[src/hdl/csma_channel_access_core_defines.svh]
// Assertion helpers shared by the channel-access core.
`ifndef CSMA_CHANNEL_ACCESS_CORE_DEFINES_SVH
`define CSMA_CHANNEL_ACCESS_CORE_DEFINES_SVH

// Check that cons holds in the same cycle as ante.
`define CSMA_ASSERT_SAME(label, ante, cons, msg) \
  label: assert property (@(posedge clk_i) disable iff (!rst_ni) (ante) |-> (cons)) \
    else $error(msg);

// Check that cons holds in the cycle after ante.
`define CSMA_ASSERT_NEXT(label, ante, cons, msg) \
  label: assert property (@(posedge clk_i) disable iff (!rst_ni) (ante) |=> (cons)) \
    else $error(msg);

`endif

[src/hdl/csma_pkg.sv]
`timescale 1ns / 1ps

package csma_pkg;

  // Field widths fixed by the stream format
  localparam int unsigned RandFieldW = 32;
  localparam int unsigned ModeW      = 2;
  localparam int unsigned PercentW   = 7;
  localparam int unsigned SpanW      = 10;
  localparam int unsigned StatusW    = 3;
  localparam int unsigned LeftW      = 10;
  localparam int unsigned CfgIdxW    = 2;
  localparam int unsigned CfgDataW   = 10;
  localparam int unsigned CntExtW    = 16;

  // Modulus of the persistence check
  localparam logic [PercentW-1:0] PercentScale = 7'd100;

  // Register reset values
  localparam logic [ModeW-1:0]    ModeReset    = 2'd2;
  localparam logic [PercentW-1:0] PercentReset = 7'd50;
  localparam logic [SpanW-1:0]    SpanReset    = 10'd1000;

  // Register indexes
  localparam logic [CfgIdxW-1:0] RegAccessMode  = 2'd0;
  localparam logic [CfgIdxW-1:0] RegSendPercent = 2'd1;
  localparam logic [CfgIdxW-1:0] RegBackoffSpan = 2'd2;

  // Access modes
  localparam logic [ModeW-1:0] ModeOnePersist = 2'd1;

  // Result status codes
  localparam logic [StatusW-1:0] StatIdle    = 3'd0;
  localparam logic [StatusW-1:0] StatSent    = 3'd1;
  localparam logic [StatusW-1:0] StatBackoff = 3'd2;
  localparam logic [StatusW-1:0] StatWaitClr = 3'd3;
  localparam logic [StatusW-1:0] StatRefused = 3'd4;

  // Request kinds
  localparam logic ReqSend = 1'b0;

  typedef enum logic [1:0] {
    FSM_IDLE,
    FSM_RUN,
    FSM_COMMIT
  } csma_fsm_e;

endpackage

[src/hdl/csma_channel_access_core.sv]
// Each item runs through the bit-serial remainder units, which reduce both random
// words (RAND_WIDTH bits, capped at 32) one bit per cycle; a new item is taken
// only after the result of the last one is committed.
// Reset (rst_ni low, asynchronous): no frame pending, backoff count 0, mode
// p-persistent, send percent 50, backoff span 1000, no result held.
`timescale 1ns / 1ps

`include "csma_channel_access_core_defines.svh"

module csma_channel_access_core import csma_pkg::*; #(
  parameter int unsigned RAND_WIDTH    = 32,
  parameter int unsigned BACKOFF_WIDTH = 10
) (
  input  logic                clk_i,
  input  logic                rst_ni,
  // Configuration write channel
  input  logic                cfg_valid_i,
  output logic                cfg_ready_o,
  input  logic [CfgIdxW-1:0]  cfg_index_i,
  input  logic [CfgDataW-1:0] cfg_data_i,
  // Input stream
  input  logic                s_axis_tvalid,
  output logic                s_axis_tready,
  // tdata: channel_clear[0], rand_prob[32:1], rand_delay[64:33], zero fill[71:65]
  input  logic [71:0]         s_axis_tdata,
  // tuser: req_type[0]
  input  logic [0:0]          s_axis_tuser,
  // Output stream
  output logic                m_axis_tvalid,
  input  logic                m_axis_tready,
  // tdata: transmit[0], status[3:1], backoff_left[13:4], zero fill[15:14]
  output logic [15:0]         m_axis_tdata
);

  localparam int unsigned RandW = (RAND_WIDTH < RandFieldW) ? RAND_WIDTH : RandFieldW;
  localparam int unsigned CntW  = BACKOFF_WIDTH;

  csma_fsm_e           state_q, state_d;
  logic [ModeW-1:0]    mode_q;
  logic [PercentW-1:0] percent_q;
  logic [SpanW-1:0]    span_q;
  logic                pending_q, pending_d;
  logic [CntW-1:0]     count_q, count_d;
  logic                tick_q;
  logic                clear_q;
  logic                out_valid_q;
  logic [15:0]         out_data_q;
  logic                in_xfer;
  logic                out_free;
  logic                commit;
  logic                p_done, d_done;
  logic [PercentW-1:0] rem_p;
  logic [SpanW-1:0]    rem_d;
  logic [CntExtW-1:0]  rem_d_ext;
  logic [CntExtW-1:0]  count_ext;
  logic [CntW-1:0]     dec_count;
  logic                do_attempt;
  logic                go;
  logic [StatusW-1:0]  status;
  logic [LeftW-1:0]    left;

  assign cfg_ready_o   = 1'b1;
  assign s_axis_tready = (state_q == FSM_IDLE);
  assign in_xfer       = s_axis_tvalid && s_axis_tready;
  assign out_free      = !out_valid_q || m_axis_tready;

  // Remainder of rand_prob by the percent scale
  csma_rem_unit #(
    .DATA_W (RandW),
    .DIV_W  (PercentW)
  ) u_rem_prob (
    .clk_i      (clk_i),
    .rst_ni     (rst_ni),
    .start_i    (in_xfer),
    .dividend_i (s_axis_tdata[RandW:1]),
    .divisor_i  (PercentScale),
    .done_o     (p_done),
    .rem_o      (rem_p)
  );

  // Remainder of rand_delay by the backoff span
  csma_rem_unit #(
    .DATA_W (RandW),
    .DIV_W  (SpanW)
  ) u_rem_delay (
    .clk_i      (clk_i),
    .rst_ni     (rst_ni),
    .start_i    (in_xfer),
    .dividend_i (s_axis_tdata[RandFieldW+RandW:RandFieldW+1]),
    .divisor_i  (span_q),
    .done_o     (d_done),
    .rem_o      (rem_d)
  );

  // Sequence the item and resolve the access decision at commit
  always_comb begin
    state_d    = state_q;
    commit     = 1'b0;
    pending_d  = pending_q;
    count_d    = count_q;
    status     = StatIdle;
    do_attempt = 1'b0;
    go         = 1'b0;
    rem_d_ext  = CntExtW'(rem_d);
    dec_count  = (count_q != '0) ? (count_q - CntW'(1)) : '0;

    unique case (state_q)
      FSM_IDLE: begin
        if (in_xfer) state_d = FSM_RUN;
      end
      FSM_RUN: begin
        if (p_done) state_d = FSM_COMMIT;
      end
      FSM_COMMIT: begin
        if (out_free) begin
          commit  = 1'b1;
          state_d = FSM_IDLE;
        end
      end
      default: state_d = FSM_IDLE;
    endcase

    // Decide what this item does to the pending frame
    if (tick_q == ReqSend) begin
      if (pending_q) begin
        status = StatRefused;
      end else begin
        pending_d  = 1'b1;
        count_d    = '0;
        do_attempt = 1'b1;
      end
    end else if (!pending_q) begin
      status = StatIdle;
    end else begin
      count_d = dec_count;
      if (dec_count == '0) begin
        do_attempt = 1'b1;
      end else begin
        status = StatBackoff;
      end
    end

    if (do_attempt) begin
      go = clear_q && (!mode_q[1] || (rem_p < percent_q));
      if (go) begin
        pending_d = 1'b0;
        count_d   = '0;
        status    = StatSent;
      end else if (mode_q == ModeOnePersist) begin
        count_d = '0;
        status  = StatWaitClr;
      end else begin
        count_d = (span_q != '0) ? rem_d_ext[CntW-1:0] : '0;
        status  = StatBackoff;
      end
    end

    count_ext = CntExtW'(count_d);
    left      = pending_d ? count_ext[LeftW-1:0] : '0;
  end

  // Control state and configuration registers
  always_ff @(posedge clk_i or negedge rst_ni) begin
    if (!rst_ni) begin
      state_q     <= FSM_IDLE;
      mode_q      <= ModeReset;
      percent_q   <= PercentReset;
      span_q      <= SpanReset;
      pending_q   <= 1'b0;
      count_q     <= '0;
      out_valid_q <= 1'b0;
    end else begin
      state_q <= state_d;
      if (cfg_valid_i && cfg_ready_o) begin
        unique case (cfg_index_i)
          RegAccessMode:  mode_q    <= cfg_data_i[ModeW-1:0];
          RegSendPercent: percent_q <= cfg_data_i[PercentW-1:0];
          RegBackoffSpan: span_q    <= cfg_data_i[SpanW-1:0];
          default: ;
        endcase
      end
      if (commit) begin
        pending_q   <= pending_d;
        count_q     <= count_d;
        out_valid_q <= 1'b1;
      end else if (m_axis_tready) begin
        out_valid_q <= 1'b0;
      end
    end
  end

  // Hold the item kind and carrier sense; load the result on commit
  always_ff @(posedge clk_i) begin
    if (in_xfer) begin
      tick_q  <= s_axis_tuser[0];
      clear_q <= s_axis_tdata[0];
    end
    if (commit) begin
      out_data_q <= {2'b00, left, status, (status == StatSent)};
    end
  end

  assign m_axis_tvalid = out_valid_q;
  assign m_axis_tdata  = out_data_q;

  `CSMA_ASSERT_SAME(a_idle_count_zero, !pending_q, count_q == '0, "count set with no frame pending")
  `CSMA_ASSERT_SAME(a_units_in_step, p_done || d_done, p_done && d_done && state_q == FSM_RUN, "remainder units out of step")
  `CSMA_ASSERT_SAME(a_tx_matches_status, m_axis_tvalid, m_axis_tdata[0] == (m_axis_tdata[3:1] == StatSent), "transmit flag disagrees with status")
  `CSMA_ASSERT_NEXT(a_commit_frees_input, commit, s_axis_tready && m_axis_tvalid, "commit did not return to idle")

endmodule

[src/hdl/csma_rem_unit.sv]
`timescale 1ns / 1ps

// Bit-serial restoring remainder: one dividend bit per cycle, MSB first.
module csma_rem_unit import csma_pkg::*; #(
  parameter int unsigned DATA_W = 32,
  parameter int unsigned DIV_W  = 10
) (
  input  logic              clk_i,
  input  logic              rst_ni,
  input  logic              start_i,
  input  logic [DATA_W-1:0] dividend_i,
  input  logic [DIV_W-1:0]  divisor_i,
  output logic              done_o,
  output logic [DIV_W-1:0]  rem_o
);

  localparam int unsigned CntW = $clog2(DATA_W + 1);

  logic [DATA_W-1:0] shreg_q, shreg_d;
  logic [DIV_W-1:0]  rem_q, rem_d;
  logic [CntW-1:0]   cnt_q, cnt_d;
  logic              busy_q, busy_d;
  logic              done_q, done_d;
  logic [DIV_W:0]    trial;
  logic [DIV_W:0]    diff;
  logic              fits;

  // Shift in the next dividend bit and subtract when the divisor fits
  always_comb begin
    trial = {rem_q, shreg_q[DATA_W-1]};
    fits  = trial >= {1'b0, divisor_i};
    diff  = trial - {1'b0, divisor_i};
  end

  always_comb begin
    shreg_d = shreg_q;
    rem_d   = rem_q;
    cnt_d   = cnt_q;
    busy_d  = busy_q;
    done_d  = 1'b0;
    if (start_i) begin
      shreg_d = dividend_i;
      rem_d   = '0;
      cnt_d   = CntW'(DATA_W);
      busy_d  = 1'b1;
    end else if (busy_q) begin
      shreg_d = {shreg_q[DATA_W-2:0], 1'b0};
      rem_d   = fits ? diff[DIV_W-1:0] : trial[DIV_W-1:0];
      cnt_d   = cnt_q - CntW'(1);
      if (cnt_q == CntW'(1)) begin
        busy_d = 1'b0;
        done_d = 1'b1;
      end
    end
  end

  // Control state
  always_ff @(posedge clk_i or negedge rst_ni) begin
    if (!rst_ni) begin
      cnt_q  <= '0;
      busy_q <= 1'b0;
      done_q <= 1'b0;
    end else begin
      cnt_q  <= cnt_d;
      busy_q <= busy_d;
      done_q <= done_d;
    end
  end

  // Datapath
  always_ff @(posedge clk_i) begin
    shreg_q <= shreg_d;
    rem_q   <= rem_d;
  end

  assign done_o = done_q;
  assign rem_o  = rem_q;

endmodule

[config.mk]
export PLATFORM = sky130hd
export DESIGN_NAME = csma_channel_access_core
export DESIGN_NICKNAME = d
export VERILOG_FILES = /design/src/hdl/csma_pkg.sv /design/src/hdl/csma_channel_access_core.sv /design/src/hdl/csma_rem_unit.sv
export VERILOG_INCLUDE_DIRS = /design/src /design/src/hdl
export SDC_FILE = /design/constraint.sdc
export NUM_CORES = 1
export LEC_CHECK = 0
export BUFFER_PORTS_ARGS = -buffer_cell sky130_fd_sc_hd__buf_4
export CAP_MARGIN = 20
export CORE_AREA = 2 2 123 125
export DETAILED_ROUTE_END_ITERATION = 10
export DIE_AREA = 0 0 125 127
export PLACE_DENSITY = 0.79
export SLEW_MARGIN = 20
export SYNTH_ARGS = -nofsm -noshare
export SYNTH_HDL_FRONTEND = slang
export SYNTH_HIERARCHICAL = 1
export SYNTH_SLANG_ARGS = --single-unit
[constraint.sdc]
create_clock -name clk_i -period 3.3 [get_ports clk_i]
set_clock_uncertainty 0.15 [all_clocks]
set_input_delay 0.165 -clock clk_i [delete_from_list [all_inputs] [get_ports clk_i]]
set_output_delay 0.165 -clock clk_i [all_outputs]
set_load 0.005 [all_outputs]
; ---- Yosys cells after proc, flatten, opt, wreduce, memory -nomap -nowiden
; Cells that the tools add are included.
[classes]
add_sub_neg = 5
n_lt_le_gt_ge = 3
eq_ne = 11
muxes = 49
reduce_logical = 18
[ops]
columns = cell, count
row1 = 2-to-1 mux 32 bit, 4
row2 = 2-to-1 mux 10 bit, 9
row3 = 2-to-1 mux 6 bit, 4
row4 = 2-to-1 mux 1 bit, 21
row5 = nonzero test 10 bit, 2
row6 = equality test 6 x 1 -> 1 bit (second input constant), 2
row7 = 2-to-1 mux 2 bit, 6
row8 = subtractor 6 x 1 -> 6 bit (second input constant), 2
row9 = greater-or-equal comparator 11 x 10 -> 1 bit, 1
row10 = zero test 10 bit, 1
row11 = subtractor 10 x 1 -> 10 bit (second input constant), 1
row12 = subtractor 10 bit, 1
row13 = 2-to-1 mux 3 bit, 3
row14 = greater-or-equal comparator 8 x 7 -> 1 bit (second input constant), 1
row15 = less-than comparator 7 bit, 1
row16 = 2-to-1 mux 7 bit, 1
row17 = subtractor 7 bit (second input constant), 1
row18 = equality test 2 x 1 -> 1 bit (second input constant), 3
row19 = case mux 2 bit (3 select lines), 1
row20 = AND reduction 2 bit, 3
row21 = nonzero test 2 bit, 3
row22 = equality test 2 bit (second input constant), 2
row23 = zero test 2 bit, 2
row24 = != test 2 x 1 -> 1 bit (second input constant), 2
row25 = 6 further kinds, 9
[totals]
reg_bits = 145
input_bits = 90
out_inout_bits = 19
wordCells = 106

; ---- Logic depth before layout (Yosys ltp)
[logic_depth]
depth_word = 8
depth_mapped = 10

; ---- Cells and area by module
; Netlist, hierarchy kept.
[by_module_without_submodules]
columns = mod, instances, cells_each, area_each_um2, seq_area_each_um2
row1 = csma_channel_access_core, 1, 270, 2778.9, 1318.8
row2 = csma_rem_unit at u_rem_delay, 1, 220, 2647.5, 1361.3
row3 = csma_rem_unit at u_rem_prob, 1, 200, 2489.9, 1301.2

; ---- Worst setup path before layout
; Ideal clock, no wire load.
[synth_timing]
kind = register to register
start = register count_q[0]
end = register out_data_q[9] (netlist: m_axis_tdata[9]), data pin
setup_time_ns = 0.270
t_arrival_ns = 2.291
required_ns = 2.880
slack_ns = 0.589
stages_incl_launch_ff = 11
path_buffers = 2
cell_sequence = dfrtp_1 -> inv_1 -> ha_1 -> or4b_1 -> buf_2 -> nor3_2 -> nor2_1 -> nor4_1 -> a21o_1 -> buf_2 -> a21oi_1
[synth_via]
elab_chain_len = 7
[synth_rtl]
columns = element, line
row1 = "start, declared", csma_channel_access_core.sv:43  ; logic [CntW-1:0] count_q, count_d;
row2 = "start signal, assigned", csma_channel_access_core.sv:184  ; count_q <= count_d;
row3 = subtractor 10 x 1 -> 10 bit or nonzero test 10 bit (tied branches), csma_channel_access_core.sv:105  ; dec_count = (count_q != '0) ? (count_q - CntW'(1)) : '0;
row4 = 2-to-1 mux 10 bit (*), csma_channel_access_core.sv:105
row5 = zero test 10 bit, csma_channel_access_core.sv:136  ; if (dec_count == '0) begin
row6 = 2-to-1 mux 1 bit, csma_channel_access_core.sv:136
row7 = 2-to-1 mux 1 bit, csma_channel_access_core.sv:132  ; end else if (!pending_q) begin
row8 = 2-to-1 mux 1 bit, csma_channel_access_core.sv:124  ; if (tick_q == ReqSend) begin
row9 = 2-to-1 mux 10 bit or 2-to-1 mux 1 bit (tied branches), csma_channel_access_core.sv:143  ; if (do_attempt) begin
row10 = "end signal, assigned", csma_channel_access_core.sv:199  ; out_data_q <= {2'b00, left, status, (status == StatSent)};
row11 = "end, declared", csma_channel_access_core.sv:47  ; logic [15:0] out_data_q;
; Mark *: on every way between the ends. The rest lies on a longest branch, timed or not.
; A chain may end at the register's enable or synchronous reset.

; ---- Final worst setup path
[layout_timing]
start = register count_q[0]
end = register out_data_q[6] (netlist: m_axis_tdata[6]), data pin
; Same word-level chain as after synthesis.

==> results.md <==
* CTS max path bufs at 2
* Clk root buf: clkbuf_16
* Residual DRC at 0
* GRT Util Overall at 0.238
* Die H at between 100 and 150 microns
* Detailed-route wire length per cell at 17.4 microns
* Die X at about 130 microns
* Post-CTS sizing at 0
* TritonCTS clock tree: done
* Hold_buf cts at 83
* Syn avg cell area at roughly 11 sq um
* DRT iter0 DRCs at 381
* Post-DP HPWL at approximately 12 mm
* Area Growth Syn to Fin at 29.1%
* TNS Setup at 0 ns
* Core area at ~14000 sq um
* First-pass GRT wire length at between 30 and 40 mm
* Hold Fails Final Rpt at 0
* Crit. End Element: flip-flop
* Die Area at about 16000 sq um
* RSZ-0062 raised after global routing: false
* Post-CTS Setup Bufs at 0
* Gr ovfl total at 0
* Clock transition at path regs at roughly 0.060 ns
* Worst hold path class: in2reg
* Mapped cell area at 7890 sq um
* RePlAce Congestion at about 0.90
* Vias per cell at ~5.7
* Min Tclk post-route at ~3 ns
* I/O Buffers at 98
* Pins Over Slew Limit at 0
* CTS buffer count at 17
* Max_cap viols at 0
* Synth Instances at between 600 and 700
* Tightest Pin Transition at just under 0.8 ns
* Sink Count at around 150
* IO Pins at 109
* Final period util at 0.908
* Row count at 44
* Critical path class: reg2reg
* Worst Path Max Fanout at 10
* Cell area after layout at between 10000 and 15000 sq um
* Status: completed
* H-tree depth at 4
* PwrDens at between 800 and 900 nW/um^2
* Via Count at approximately 6100
* Post-Route WL at between 15 and 20 mm
* Max VDD drop at 0.545 mV
* Count of final setup violators at 0
* Fillers at roughly 1000
* Fmax at 334 MHz
* Cell Area, Placed at ~9000 sq um
* N_diodes at 0
* Total power at ~8000 uW
* Vias in the first global route at ~6300
* Startpoint types: flip-flop
* Largest net degree at the start of global routing at 49
* Crit path DAT at approximately 3 ns
* WP data required at between 3 and 4 ns
* Layout cells sized above 1 at 0.247
* Rel. slew slack at 0.477
* Final #Nets at 990
* DRT Pass-1 Iters at 6
* Antenna-violating nets left at 0
* Initial antenna violation count at 0
* Leakage power at about 0.0042 uW
* Clock latency on the worst-skew pair at about 0.42 ns
* Synth warn at 6
* Initial Util at 0.547
[placed cells by master (no fill, tap or decap), types with 26 or more instances in the layout]
cell           count
a21oi_1           26
nand2_1           30
ha_1              28
buf_4            109
edfxtp_1          80
inv_1             43
dlygate4sd3_1     83
nor2_1            57
mux2_2            49
mux2_1            32
dfrtp_1           38
[metal layers]
layer,part of all wire,GRT usage,up-vias,wire length (microns)
met5,0,0,-,0
met4,0.032,0.107,0,590
met3,0.046,0.0477,54,847
met2,0.50,0.417,195,9360
met1,0.42,0.285,2931,7800
li1,-,-,2905,-
[power breakdown]
| part | switching (uW) | internal (uW) |
|---|---|---|
| registers | 515 | 2850 |
| logic | 1490 | 1430 |
| clock network | 719 | 1170 |
[worst paths after layout]
kind / start / endpoint / slack, ns / cells after the start
worst max-delay path: count_q[0] / m_axis_tdata[6] / 0.30 / 8
worst min-delay path: cfg_valid_i / mode_q[0] / 0.12 / 3
worst max register to register: count_q[0] / m_axis_tdata[6] / 0.30 / 8
worst min register to register: u_rem_prob/done_o / state_q[0] / 0.32 / 1
max in group asynchronous: rst_ni / u_rem_prob/cnt_q[5] / 2.42 / 2
min in group asynchronous: rst_ni / count_q[6] / 0.16 / 2
[critical path, cell delays in order (launching register included)]
cell and delay, ns:
dfrtp_1 0.42, inv_1 0.09, ha_1 0.16, or4b_1 0.63, nor3_2 0.27, nor2_1 0.12, nor4_1 0.39, a21o_1 0.41
nor2_1 0.09
[registers in the layout, summed over array words and instances (netlist names)]
register	flops
tick_q	1
m_axis_tdata	14
u_rem_prob/done_o	1
mode_q	2
percent_q	7
u_rem_delay/busy_q	1
state_q	2
u_rem_delay/shreg_q	32
u_rem_prob/shreg_q	32
pending_q	1
m_axis_tvalid	1
u_rem_prob/busy_q	1
span_q	10
clear_q	1
count_q	10
u_rem_prob/rem_o	7
u_rem_delay/rem_o	10
u_rem_prob/cnt_q	6
u_rem_delay/cnt_q	6
[layout make-up]
type / count / area, sq um / share of cell area
sequential: 145 / 3960 / 0.389
multi-input combinational: 471 / 3600 / 0.354
timing repair buffer: 192 / 1650 / 0.162
clock buffer: 19 / 433 / 0.0425
tap: 184 / 230 / 0.0226
inverter: 43 / 161 / 0.0159
clock inverter: 13 / 144 / 0.0141
[through the flow]
step / instances / util / hold WS, ns / worst slack (ns)
after floorplan: 696 / - / -0.281 / 0.589
after global placement: 952 / 0.608 / 0.0594 / 0.340
after detailed placement: 952 / 0.608 / 0.0679 / 0.329
after CTS: 1067 / 0.706 / 0.103 / 0.294
after global routing: 1067 / 0.706 / 0.121 / 0.141
final: 1067 / 0.706 / 0.118 / 0.303
Power figures use the tool's default switching activity.
